`config.mk`:
```
export PLATFORM = sky130hd
export DESIGN_NAME = pmu_shade
export DESIGN_NICKNAME = d
export VERILOG_FILES = /design/src/pmu_pkg.sv /design/src/pmu_shade.sv
export SDC_FILE = /design/constraint.sdc
export NUM_CORES = 1
export LEC_CHECK = 0
export ABC_AREA = 1
export ABC_CLOCK_PERIOD_IN_PS = 13900
export BUFFER_PORTS_ARGS = -buffer_cell sky130_fd_sc_hd__buf_2
export CORE_AREA = 5 5 262 264
export CTS_CLUSTER_SIZE = 25
export DETAILED_ROUTE_END_ITERATION = 10
export DIE_AREA = 0 0 267 269
export GPL_TIMING_DRIVEN = 0
export SLEW_MARGIN = 20
export SYNTH_ARGS = -nofsm -noshare
export SYNTH_HDL_FRONTEND = slang
export SYNTH_SLANG_ARGS = --single-unit
```
`constraint.sdc`:
```
create_clock -name clk -period 13.9 [get_ports clk]
set_input_delay 2.78 -clock clk [delete_from_list [all_inputs] [get_ports clk]]
set_output_delay 2.78 -clock clk [all_outputs]
set_load 0.02 [all_outputs]
```
`src/pmu_pkg.sv`:
```
// Shared types and constants for the particle motion update pipeline.
// No dependencies; every other file in src uses this package.
`default_nettype none

package pmu_pkg;

  localparam int DW   = 32;          // data word width, signed fixed point
  localparam int FB   = 16;          // fraction bits of a data word
  localparam int CW   = 17;          // coefficient register width
  localparam int CB   = 16;          // coefficient fraction bits (root is CB wide, FB == CB)
  localparam int RTW  = FB;          // square root result bits
  localparam int REMW = RTW + 2;     // partial remainder of the root chain
  localparam int RADW = 2 * FB;      // radicand bits below 1.0 squared
  localparam int SQW  = 2 * FB + 1;  // one square, at most 1.0 squared
  localparam int NCELL = RTW;        // one root cell per result bit

  typedef logic [DW-1:0] data_t;
  typedef logic [CW-1:0] coef_t;

  localparam coef_t COEF_ONE   = CW'(1) << CB;
  localparam coef_t DAMP_RST   = CW'(58982);
  localparam coef_t DECAY_RST  = CW'(52429);
  localparam coef_t DIM_RST    = CW'(6554);

  typedef enum logic [1:0] {
    REG_DAMP  = 2'd0,
    REG_DECAY = 2'd1,
    REG_DIM   = 2'd2
  } reg_idx_t;

  typedef struct packed {
    data_t [2:0] pos;
    data_t [2:0] vel;
    data_t [2:0] acc;
  } kin_t;

  typedef struct packed {
    logic            clamp;
    logic [RADW-1:0] rad;
    logic [REMW-1:0] rem;
    logic [RTW-1:0]  root;
    kin_t            kin;
  } sq_word_t;

endpackage

`default_nettype wire

```
`src/pmu_shade.sv`:
```
// Brightness clamp and grey shade blend, two stages, registered result word.
// Uses pmu_pkg; takes the word leaving the last root cell.
`default_nettype none

module pmu_shade (
  input  logic               clk,
  input  logic               rst_n,
  input  logic               in_valid,
  input  pmu_pkg::sq_word_t  in_word,
  input  pmu_pkg::coef_t     dim,
  output logic               out_valid,
  output pmu_pkg::kin_t      out_kin,
  output pmu_pkg::coef_t     out_shade
);

  localparam int MW = 2 * pmu_pkg::CW;
  localparam int TW = MW + 1;

  logic            a_valid_r;
  pmu_pkg::kin_t   a_kin_r;
  pmu_pkg::coef_t  a_b_r, a_b_nxt;
  logic [MW-1:0]   a_prod_r, a_prod_nxt;

  logic            b_valid_r;
  pmu_pkg::kin_t   b_kin_r;
  pmu_pkg::coef_t  b_shade_r, b_shade_nxt;

  always_comb begin
    a_b_nxt    = in_word.clamp ? pmu_pkg::COEF_ONE : pmu_pkg::CW'(in_word.root);
    a_prod_nxt = MW'(dim) * MW'(pmu_pkg::COEF_ONE - a_b_nxt);
  end

  // dim*(1-b) + b, rounded half up, capped at 1.0
  always_comb begin
    logic [TW-1:0] tot, sh;
    tot = TW'(a_prod_r) + (TW'(a_b_r) << pmu_pkg::CB) + (TW'(1) << (pmu_pkg::CB - 1));
    sh  = tot >> pmu_pkg::CB;
    if (sh > TW'(pmu_pkg::COEF_ONE)) begin
      b_shade_nxt = pmu_pkg::COEF_ONE;
    end else begin
      b_shade_nxt = sh[pmu_pkg::CW-1:0];
    end
  end

  always_ff @(posedge clk) begin
    if (!rst_n) begin
      a_valid_r <= 1'b0;
      b_valid_r <= 1'b0;
    end else begin
      a_valid_r <= in_valid;
      b_valid_r <= a_valid_r;
    end
  end

  always_ff @(posedge clk) begin
    a_kin_r   <= in_word.kin;
    a_b_r     <= a_b_nxt;
    a_prod_r  <= a_prod_nxt;
    b_kin_r   <= a_kin_r;
    b_shade_r <= b_shade_nxt;
  end

  assign out_valid = b_valid_r;
  assign out_kin   = b_kin_r;
  assign out_shade = b_shade_r;

endmodule

`default_nettype wire

```
==> flow_summary_export.csv <==
group,metric,value,unit
critical_path,critPathKind,"primary input to flip-flop",
timing,fmax,98.3,MHz
route,vias,17758,
yosys,syn_inst,2314,
grt,antenna_found_initial,47,
yosys,synthTopCellsByArea,"dfxtp_1 51%, fa_1 20%, ha_1 6.8%, inv_1 6.6%, nand2_1 6.4%",
critical_path,critPathMaxStageDelay,0.58,ns
yosys,synth.avg_cell_area,10.6,um2
floorplan,ios,681,
timing,setup_viol,0,
grt,grt_use_met1,0.337,
final_layout,syn2layout_area_growth,26.5,%
hold_path,min-delay-path-class,"flip-flop to flip-flop",
route,drtPass1Iterations,5,
yosys,ys_seq_elements,631,
yosys,ys_async_sr_fraction,0,
yosys,synth_top_area_cell,"dfxtp_1",
route,vias_per_cell,4.48,
route,drc,0,
yosys,synth_top_area_share,0.513,
place,placed_area,28900,um2
grt,grt.met3_usage,0.0838,
floorplan,rows,95,
critical_path,cp.arrival,10.65,ns
route,avgRoutedWirePerCell,21.9,um
critical_path,slowest_stage,"fa_1",
timing,hold_viol,0,
critical_path,end_kind,"flip-flop",
critical_path,crit_required,14.38,ns
grt,grt_pass1_vias,17726,
clocking,cts-root-buf,"clkbuf_16",
place,place.gp.congestion,0.946,
final_layout,post-route-util,0.470,
run_status,status,"complete, no violations",
timing,slew_headroom,0.486,
clocking,clk_pin_slew_worst_paths,0.06,ns
yosys,synth-edff-count,0,
floorplan,fp.dieH,269,um
clocking,clockBufferDepth,3,
grt,grtUsageMet2,0.344,
timing,post-route-min-period,10.17,ns
place,detailed_place_hpwl,73000,um
timing,skew,0.0411,ns
grt,grt_use_total,0.235,
clocking,clock-sinks,631,
timing,fin_crit_sh,0.732,
final_layout,final_cell_area,31200,um2
yosys,yosysWarnings,0,
critical_path,startpoint_type,"primary input",
job,maxCapViolations,0,
critical_path,r2r_cells,16,
grt,grt_max_degree,15,
yosys,syn_area,24600,um2
critical_path,path_max_fanout,10,
clocking,cts_max_level,3,
route,routed_wl,86800,um
yosys,yosysMostFrequentCell,"dfxtp_1",
floorplan,initial_core_util,0.371,
timing,setup_tns,0,ns
yosys,synth_common_cells,"631 x dfxtp_1, 436 x inv_1, 418 x nand2_1",
floorplan,die_w,267,um
place,io_buffers,626,
hold_path,holdPathStages,0,
clocking,post_cts_buffers,0,
route,drt_iter0_markers,1291,
grt,grt.busiest_layer,"met2",
yosys,synth_cell_type_count,45,
final_layout,drive_above_1_share,0.252,
grt,grt_first_pass_wirelength,122000,um
clocking,numCtsBuffers,66,
floorplan,fp.dieArea,71800,um2
timing,worst_pin_slew,0.771,ns
final_layout,nets,3771,
clocking,cts_hold_buf,0,
timing,rsz0062_at_grt,"false",
clocking,cts_resized,0,
yosys,synth_seq_area_share,0.513,
yosys,synth-main-ff-cell,"dfxtp_1",
clocking,tritoncts,"done",
route,antenna_left,0,
clocking,clkLatencyLatePin,0.59,ns
grt,overflow,0,
floorplan,fp.coreArea,66300,um2
timing,report.final.slew_viol_count,0,
flip-flops by register name, summed over array words and instances, names as in the netlist:
signal and cells:
a_kin_r 288, out_kin 288, a_prod_r 19, a_b_r 17, out_shade 17, a_valid_r 1
out_valid 1
critical path: cells and delay by family:
family | cells | cell delay, ns
AO/OA/AOI/OAI | 5 | 1.19
adder cells (fa/ha/maj) | 8 | 3.69
buffers and inverters | 12 | 1.70
AND/OR/NAND/NOR | 10 | 1.23
placed cells by master (no fill, tap or decap), types with 4 or more instances in the layout:
cell type / count
buf_2: 630
nand2_1: 418
buf_6: 4
clkbuf_8: 11
o21ai_0: 28
conb_1: 17
diode_2: 17
clkinv_2: 11
fa_1: 240
xor2_1: 11
a21o_1: 6
nand4_1: 13
dfxtp_1: 631
clkinv_4: 4
clkbuf_16: 67
clkbuf_1: 42
inv_1: 436
xnor2_1: 9
nor2_1: 169
ha_1: 133
nor2_2: 12
nand3_1: 48
nor3_1: 11
a21oi_1: 65
layout make-up:
class | instances | area (um2)
Multi-Input combinational cell | 1216 | 10200
Inverter | 443 | 1670
Tap cell | 873 | 1090
Clock inverter | 30 | 343
Antenna cell | 17 | 42.5
Fill cell | 6292 | 35100
Timing Repair Buffer | 626 | 3130
Sequential cell | 631 | 12600
Buffer | 39 | 183
Clock buffer | 90 | 1870
routing by layer:
metal / part of all wire / vias up
li1: - / 8326
met1: 0.43 / 8496
met2: 0.42 / 764
met3: 0.12 / 148
met4: 0.021 / 24
met5: 0.0017 / -
stage by stage:
step	hold slack [ns]	std cells	setup WS [ns]
5_1_grt	0.316	3952	3.28
6_report	0.304	3965	3.73
4_1_cts	0.301	3948	3.81
3_5_place_dp	0.312	3828	3.16
2_1_floorplan	0.310	2329	4.72
3_3_place_gp	0.310	3828	3.16
cells by family after synthesis:
logic type	Yosys count	share of synthesized area
simple gates	689	0.114
flops	631	0.513
other cells	2	0.000305
xor+xnor	22	0.00934
fa+ha+maj	373	0.263
compound gates	115	0.0261
buf+inv	482	0.0750
path summary, 6_finish.rpt:
path,startpoint,end,slack (ns)
max reg2reg,a_prod_r[15],out_shade[6],11.20
min reg2reg,a_kin_r[129],out_kin[129],0.30
min,a_kin_r[129],out_kin[129],0.30
max,in_word[354],a_prod_r[29],3.73
Power is not shown: default switching activity piles up to over one toggle a cycle in this logic, so the estimate is an artifact.
