===== config.mk =====
export PLATFORM = sky130hd
export DESIGN_NAME = pmu_sqrt_cell
export DESIGN_NICKNAME = d
export VERILOG_FILES = /design/src/pmu_pkg.sv /design/src/pmu_sqrt_cell.sv
export SDC_FILE = /design/constraint.sdc
export NUM_CORES = 1
export LEC_CHECK = 0
export ABC_AREA = 1
export BUFFER_PORTS_ARGS = -buffer_cell sky130_fd_sc_hd__buf_4
export CAP_MARGIN = 20
export CORE_AREA = 3 3 278 280
export CTS_CLUSTER_SIZE = 12
export DETAILED_ROUTE_END_ITERATION = 12
export DIE_AREA = 0 0 281 283
export PLACE_DENSITY_LB_ADDON = 0.25
export SLEW_MARGIN = 30
export SYNTH_ARGS = -nofsm -noshare
export SYNTH_HDL_FRONTEND = slang
export SYNTH_SLANG_ARGS = --single-unit

===== constraint.sdc =====
create_clock -name clk -period 5.2 [get_ports clk]
set_input_delay 1.04 -clock clk [delete_from_list [all_inputs] [get_ports clk]]
set_output_delay 1.04 -clock clk [all_outputs]
set_load 0.005 [all_outputs]

===== src/pmu_pkg.sv =====
// Shared types and constants for the particle motion update pipeline.
// No dependencies; every other file in src uses this package.
`default_nettype none

package pmu_pkg;

  localparam int DW   = 32;          // data word width, signed fixed point
  localparam int FB   = 16;          // fraction bits of a data word
  localparam int CW   = 17;          // coefficient register width
  localparam int CB   = 16;          // coefficient fraction bits (root is CB wide, FB == CB)
  localparam int RTW  = FB;          // square root result bits
  localparam int REMW = RTW + 2;     // partial remainder of the root chain
  localparam int RADW = 2 * FB;      // radicand bits below 1.0 squared
  localparam int SQW  = 2 * FB + 1;  // one square, at most 1.0 squared
  localparam int NCELL = RTW;        // one root cell per result bit

  typedef logic [DW-1:0] data_t;
  typedef logic [CW-1:0] coef_t;

  localparam coef_t COEF_ONE   = CW'(1) << CB;
  localparam coef_t DAMP_RST   = CW'(58982);
  localparam coef_t DECAY_RST  = CW'(52429);
  localparam coef_t DIM_RST    = CW'(6554);

  typedef enum logic [1:0] {
    REG_DAMP  = 2'd0,
    REG_DECAY = 2'd1,
    REG_DIM   = 2'd2
  } reg_idx_t;

  typedef struct packed {
    data_t [2:0] pos;
    data_t [2:0] vel;
    data_t [2:0] acc;
  } kin_t;

  typedef struct packed {
    logic            clamp;
    logic [RADW-1:0] rad;
    logic [REMW-1:0] rem;
    logic [RTW-1:0]  root;
    kin_t            kin;
  } sq_word_t;

endpackage

`default_nettype wire


===== src/pmu_sqrt_cell.sv =====
// One cell of the square root chain: settles one root bit per cell.
// Uses pmu_pkg; instanced in a row by the top level.
`default_nettype none

module pmu_sqrt_cell (
  input  logic               clk,
  input  logic               rst_n,
  input  logic               in_valid,
  input  pmu_pkg::sq_word_t  in_word,
  output logic               out_valid,
  output pmu_pkg::sq_word_t  out_word
);

  localparam int AW = pmu_pkg::REMW + 2;

  logic              valid_r;
  pmu_pkg::sq_word_t word_r, word_nxt;

  // restoring digit step: bring down two radicand bits, try root*4+1
  always_comb begin
    logic [AW-1:0] acc, trial, diff;
    acc   = {in_word.rem, in_word.rad[pmu_pkg::RADW-1 -: 2]};
    trial = AW'({in_word.root, 2'b01});
    diff  = acc - trial;
    word_nxt     = in_word;
    word_nxt.rad = in_word.rad << 2;
    if (acc >= trial) begin
      word_nxt.rem  = diff[pmu_pkg::REMW-1:0];
      word_nxt.root = {in_word.root[pmu_pkg::RTW-2:0], 1'b1};
    end else begin
      word_nxt.rem  = acc[pmu_pkg::REMW-1:0];
      word_nxt.root = {in_word.root[pmu_pkg::RTW-2:0], 1'b0};
    end
  end

  always_ff @(posedge clk) begin
    if (!rst_n) begin
      valid_r <= 1'b0;
    end else begin
      valid_r <= in_valid;
    end
  end

  always_ff @(posedge clk) begin
    word_r <= word_nxt;
  end

  assign out_valid = valid_r;
  assign out_word  = word_r;

endmodule

`default_nettype wire


==> impl_metrics.py, run 1 <==
metrics = {
    "floorplanning": {
        "start_util": 0.114,
        "ioPinCount": 714,
        "core_um2": 74700,
        "die_width_um": 281,
        "die_area_um2": 79500,
        "die_h_um": 283,
        "rows": 100,
    },
    "logic_synthesis": {
        "post_synth.cell_area_avg_um2": 13.7,
        "yosysSeqAreaShare": 0.834,
        "yosysWarnings": 0,
        "netlist_area_um2": 8500,
        "synthCells": 620,
        "synthDistinctLibCells": 29,
        "synth_seq_cells": 354,
    },
    "setup_path": {
        "crit_path_end_kind": "flop",
        "critPathLaunchType": "input pin",
        "cp.arrival_ps": 2770,
        "criticalPathCategory": "in -> reg",
        "cp.required_ps": 5700,
        "cp_max_fo": 25,
    },
    "finish": {
        "fin_cells": 2376,
        "seq_area_um2": 7090,
        "multi_input_area_um2": 1180,
        "drive_gt1_frac": 0.572,
        "nNetsFinal": 1748,
        "nFillCells": 8101,
        "area_growth_pct": 94.0,
        "final_area_um2": 16500,
    },
    "clock_network": {
        "cts_tree": "built",
        "h-tree-depth": 2,
        "cts_resized": 0,
        "holdBufCountCts": 0,
        "cts_buffers": 43,
        "cts_sinks": 354,
        "cts.path.max_buffers": 3,
        "clk_pin_slew_worst_paths_ps": 60,
        "clockRootBuffer": "clkbuf_16",
        "cts_setup_buffers": 0,
    },
    "drt": {
        "wl_per_cell_um": 17.3,
        "finalWirelength_mm": 41.1,
        "drc": 0,
        "vias": 7157,
        "wirelength_met1_mm": 12.3,
        "detail_route.iter0.violations": 185,
        "route.top_layer_used": "met5",
        "drt-pass1-iter-count": 4,
        "antenna_left": 0,
        "met2_length_mm": 21.3,
        "post_drt_via_cell_ratio": 3.01,
        "route.met3.wl_mm": 5.40,
    },
    "global_route": {
        "grt_usage": 0.0976,
        "grt_pass1_vias": 7690,
        "overflow": 0,
        "grt_first_pass_wirelength_mm": 55.4,
        "grt_max_degree": 26,
        "antenna_found_initial": 14,
    },
    "outcome": {
        "status": "completed",
    },
    "flow_run": {
        "cap_violations": 0,
    },
    "min_path": {
        "hold_path_class": "in -> reg",
    },
    "sta": {
        "fin_crit_sh": 0.437,
        "clock.fmax_mhz": 440,
        "hold_viol_final": 0,
        "drv_slew": 0,
        "fin_setup_tns_ps": 0,
        "rsz0062_at_grt": "false",
        "setup_viol_count_final": 0,
        "period_needed_ps": 2270,
    },
    "power": {
        "leakagePower_uw": 0.00796,
        "power_density_nw_per_um2": 408,
        "vdd_ir_drop_max_v": 0.000238,
        "fin_total_pwr_uw": 6730,
    },
    "placement": {
        "dpl.cell_count": 2296,
        "place_congestion": 0.816,
        "placed_area_um2": 15000,
        "port-buffer-count": 711,
        "place_hpwl_mm": 34.7,
    },
}
==> sequential cells by signal, summed over array words and instances, names as in the netlist <==
| signal | flops |
|---|---|
| out_word | 353 |
| out_valid | 1 |
==> critical path, stage by stage <==
cell	delay, ps
buf_4	90
inv_1	40
ha_1	350
a21oi_1	250
nand2_1	110
inv_1	80
nand3_2	90
nand2_1	100
nand2_4	120
inv_4	290
nand2_1	120
o21ai_2	60
==> area by class of cell <==
class                      instances  area share
sequential                       354       0.430
timing repair buffer             711       0.324
tap                              969      0.0735
clock buffer                      58      0.0729
multi-input combinational        213      0.0715
clock inverter                    18      0.0169
inverter                          49      0.0113
antenna                            4    0.000607
==> report_power, final <==
group          switching, uW  leakage, uW  internal, uW
clock network           1220     0.000722          1890
registers               49.4      0.00299          2880
logic                    274      0.00425           418
total                   1550      0.00796          5190
==> logic make-up after synthesis <==
| group | share of synthesized area |
|---|---|
| other cells | 0.000441 |
| simple gates | 0.0831 |
| flops | 0.834 |
| buf+inv | 0.0281 |
| fa+ha+maj | 0.0265 |
| xor+xnor | 0.0103 |
| compound gates | 0.0180 |
==> metrics by stage <==
stage                     hold WS, ps  setup WS (ps)  utilization
after floorplan                  1070           2820            -
after global placement           1140           2310        0.201
after detailed placement         1150           2330        0.201
after CTS                         510           2900        0.221
after global routing              523           2790        0.221
final                             570           2930        0.221
==> worst paths after layout <==
kind	from	to	cells after the start
hold / removal	in_word[105]	out_word[105]$_DFF_P_	1
setup / recovery	in_word[297]	out_word[307]$_DFF_P_	12
==> cell usage in the layout (no fill, tap or decap), drive strengths merged, types with 5 or more instances in the layout <==
| cell | Yosys | routed |
|---|---|---|
| inv | 49 | 51 |
| nand3b | 6 | 6 |
| nand2 | 109 | 109 |
| clkbuf | 0 | 58 |
| o21ai | 11 | 11 |
| clkinv | 0 | 10 |
| nor2 | 18 | 18 |
| ha | 18 | 18 |
| nand3 | 19 | 19 |
| xnor2 | 6 | 6 |
| a21oi | 12 | 12 |
| bufinv | 0 | 5 |
| buf | 5 | 711 |
| dfxtp | 354 | 354 |
==> routing by layer <==
metal,global-route usage,vias up
met4,0.0555,14
met2,0.177,365
met5,0,-
met1,0.0820,3250
li1,-,3435
met3,0.0557,93
==> Yosys cell counts, drive strengths merged <==
cell	count	share of area
a21oi	12	0.0071
and2	1	0.00074
nor3	2	0.0018
nor3b	1	0.0015
or2	1	0.0010
nand3b	6	0.0053
nand4	2	0.0015
xor2	4	0.0041
conb	1	0.00044
o21ai	11	0.010
ha	18	0.026
nor2	18	0.0091
dfxtp	354	0.83
buf	5	0.0062
nand3	19	0.012
xnor2	6	0.0062
inv	49	0.022
o21bai	1	0.00088
nand2	109	0.050
Note: power is estimated with default switching activity, not from simulation.
==> inputs of run 2 (changes only) <==
==> constraint.sdc (replaced) <==
create_clock -name clk -period 2.36 [get_ports clk]
set_input_delay 0.472 -clock clk [delete_from_list [all_inputs] [get_ports clk]]
set_output_delay 0.472 -clock clk [all_outputs]
set_load 0.005 [all_outputs]
==> impl_metrics.py, run 2 (synthesis gave the netlist of run 1 again) <==
metrics = {
    "global_route": {
        "grt_max_degree": 26,
        "grt_first_pass_wirelength_mm": 62.2,
        "grt_usage": 0.107,
        "overflow": 0,
        "grt_pass1_vias": 9458,
        "antenna_found_initial": 12,
    },
    "finish": {
        "drive_gt1_frac": 0.464,
        "final_area_um2": 19800,
        "area_growth_pct": 133,
        "largest_reg_flops": 353,
        "final_cell_mix": "buf_4 (717), dfxtp_1 (354), dlygate4sd3_1 (334)",
        "final_common_cell": "buf_4",
        "nNetsFinal": 2088,
        "fin_util": 0.265,
    },
    "placement": {
        "place_hpwl_mm": 35.0,
        "pre_cts_ws_ps": 165,
        "port-buffer-count": 711,
        "place_congestion": 0.797,
        "placed_area_um2": 15000,
    },
    "clock_network": {
        "clk_pin_slew_worst_paths_ps": 50,
        "cts.path.max_buffers": 3,
        "clockRootBuffer": "clkbuf_16",
        "cts_sinks": 354,
        "cts_buffers": 43,
        "h-tree-depth": 2,
        "cts_tree": "built",
    },
    "power": {
        "netSwitchingFraction": 0.235,
        "internal_power_uw": 11400,
        "power_switching_uw": 3500,
        "power_density_nw_per_um2": 754,
        "p_clk_frac": 0.429,
        "comb_power_share": 0.137,
        "seqPwrFrac": 0.434,
        "leakagePower_uw": 0.00932,
        "vdd_ir_drop_max_v": 0.000412,
    },
    "floorplanning": {
        "core_um2": 74700,
        "rows": 100,
        "die_h_um": 283,
        "start_util": 0.114,
        "die_width_um": 281,
        "die_area_um2": 79500,
        "ioPinCount": 714,
    },
    "setup_path": {
        "crit_chain": "dlygate4sd3_1, buf_4, inv_1, ha_1, nand2_1, nor2_2, nand3_1, nand3_2, nand2_1, nand2_4, buf_4, nand3_1, nand2_1",
        "cp.required_ps": 2860,
        "cp.arrival_ps": 2750,
        "cp_slowest_cell": "dlygate4sd3_1",
        "cp_slowest_stage_delay_ps": 690,
        "critPathLaunchType": "input pin",
        "crit_path_end_kind": "flop",
        "cp_max_fo": 11,
        "crit_top_cell": "nand2_1",
        "criticalPathCategory": "in -> reg",
    },
    "sta": {
        "period_needed_ps": 2250,
        "setup_viol_count_final": 0,
        "hold_viol_final": 0,
        "fin_crit_sh": 0.954,
        "fin_setup_tns_ps": 0,
        "fin_ws_ps": 110,
        "hold_slack_ps": 112,
        "rsz0062_at_grt": "false",
        "clock.fmax_mhz": 444,
        "drv_slew": 0,
    },
    "drt": {
        "antenna_left": 0,
        "vias": 8555,
        "detail_route.iter0.violations": 161,
        "finalWirelength_mm": 44.7,
        "wl_per_cell_um": 16.5,
        "post_drt_via_cell_ratio": 3.15,
        "drc": 0,
        "drt-pass1-iter-count": 5,
    },
    "flow_run": {
        "cap_violations": 0,
    },
    "min_path": {
        "hold_path_class": "in -> reg",
    },
    "outcome": {
        "status": "completed",
    },
}
==> run 2: cell count changes in the layout (fill, tap and decap cells not counted), moves of 2 or more <==
cell,delta
inv_6,+3
dlygate4sd3_1,+334
bufinv_16,-4
clkbuf_8,+2
buf_4,+6
clkinv_4,-3
clkinvlp_4,+3
==> run 2: worst max-delay path: cells and delay by family <==
family	cells	cell delay, ps
buffers and inverters	4	1100
AND/OR/NAND/NOR	8	840
adder cells (fa/ha/maj)	1	350
==> run 2: layer usage <==
metal,track usage,up-vias,part of all wire
met3,0.0407,103,0.089
met2,0.202,392,0.52
li1,-,4118,-
met1,0.101,3934,0.34
met5,0,-,0.0013
met4,0.0474,8,0.045
==> run 2: power groups by stage <==
stage / clock network, uW / registers [uW] / logic (uW)
6_report: 6400 / 6470 / 2040
5_1_grt: 6920 / 6490 / 2200
4_1_cts: 6720 / 6470 / 2080
3_5_place_dp: 0 / 6590 / 1580
3_3_place_gp: 0 / 6600 / 1580
2_1_floorplan: 0 / 6620 / 295
==> run 2: worst paths after layout <==
path              depth (start not counted)          from  slack, ps               endpoint
setup / recovery                         13  in_word[295]        110  out_word[314]$_DFF_P_
hold / removal                            3      in_valid        110   out_valid$_SDFF_PN0_
==> run 2: timing repair <==
action / in CTS / in global routing
resized for setup: 0 / 1
endpoints found under the hold margin: 334 / 0
endpoints found under the setup margin: 0 / 7
hold buffers: 334 / 0
buffers inserted: 0 / 0
==> run 2: area by class of cell <==
type | count | area [um^2]
Timing Repair Buffer | 1051 | 8730
Clock inverter | 14 | 135
Clock buffer | 60 | 1230
Multi-Input combinational cell | 213 | 1180
Tap cell | 969 | 1210
Antenna cell | 4 | 10.0
Fill cell | 7849 | 54900
Inverter | 49 | 189
Sequential cell | 354 | 7090
==> run 2: per-stage QoR <==
stage | total power (uW) | std cells
6_report | 14900 | 2714
5_1_grt | 15600 | 2710
4_1_cts | 15300 | 2710
3_5_place_dp | 8170 | 2302
3_3_place_gp | 8180 | 2302
2_1_floorplan | 6920 | 621
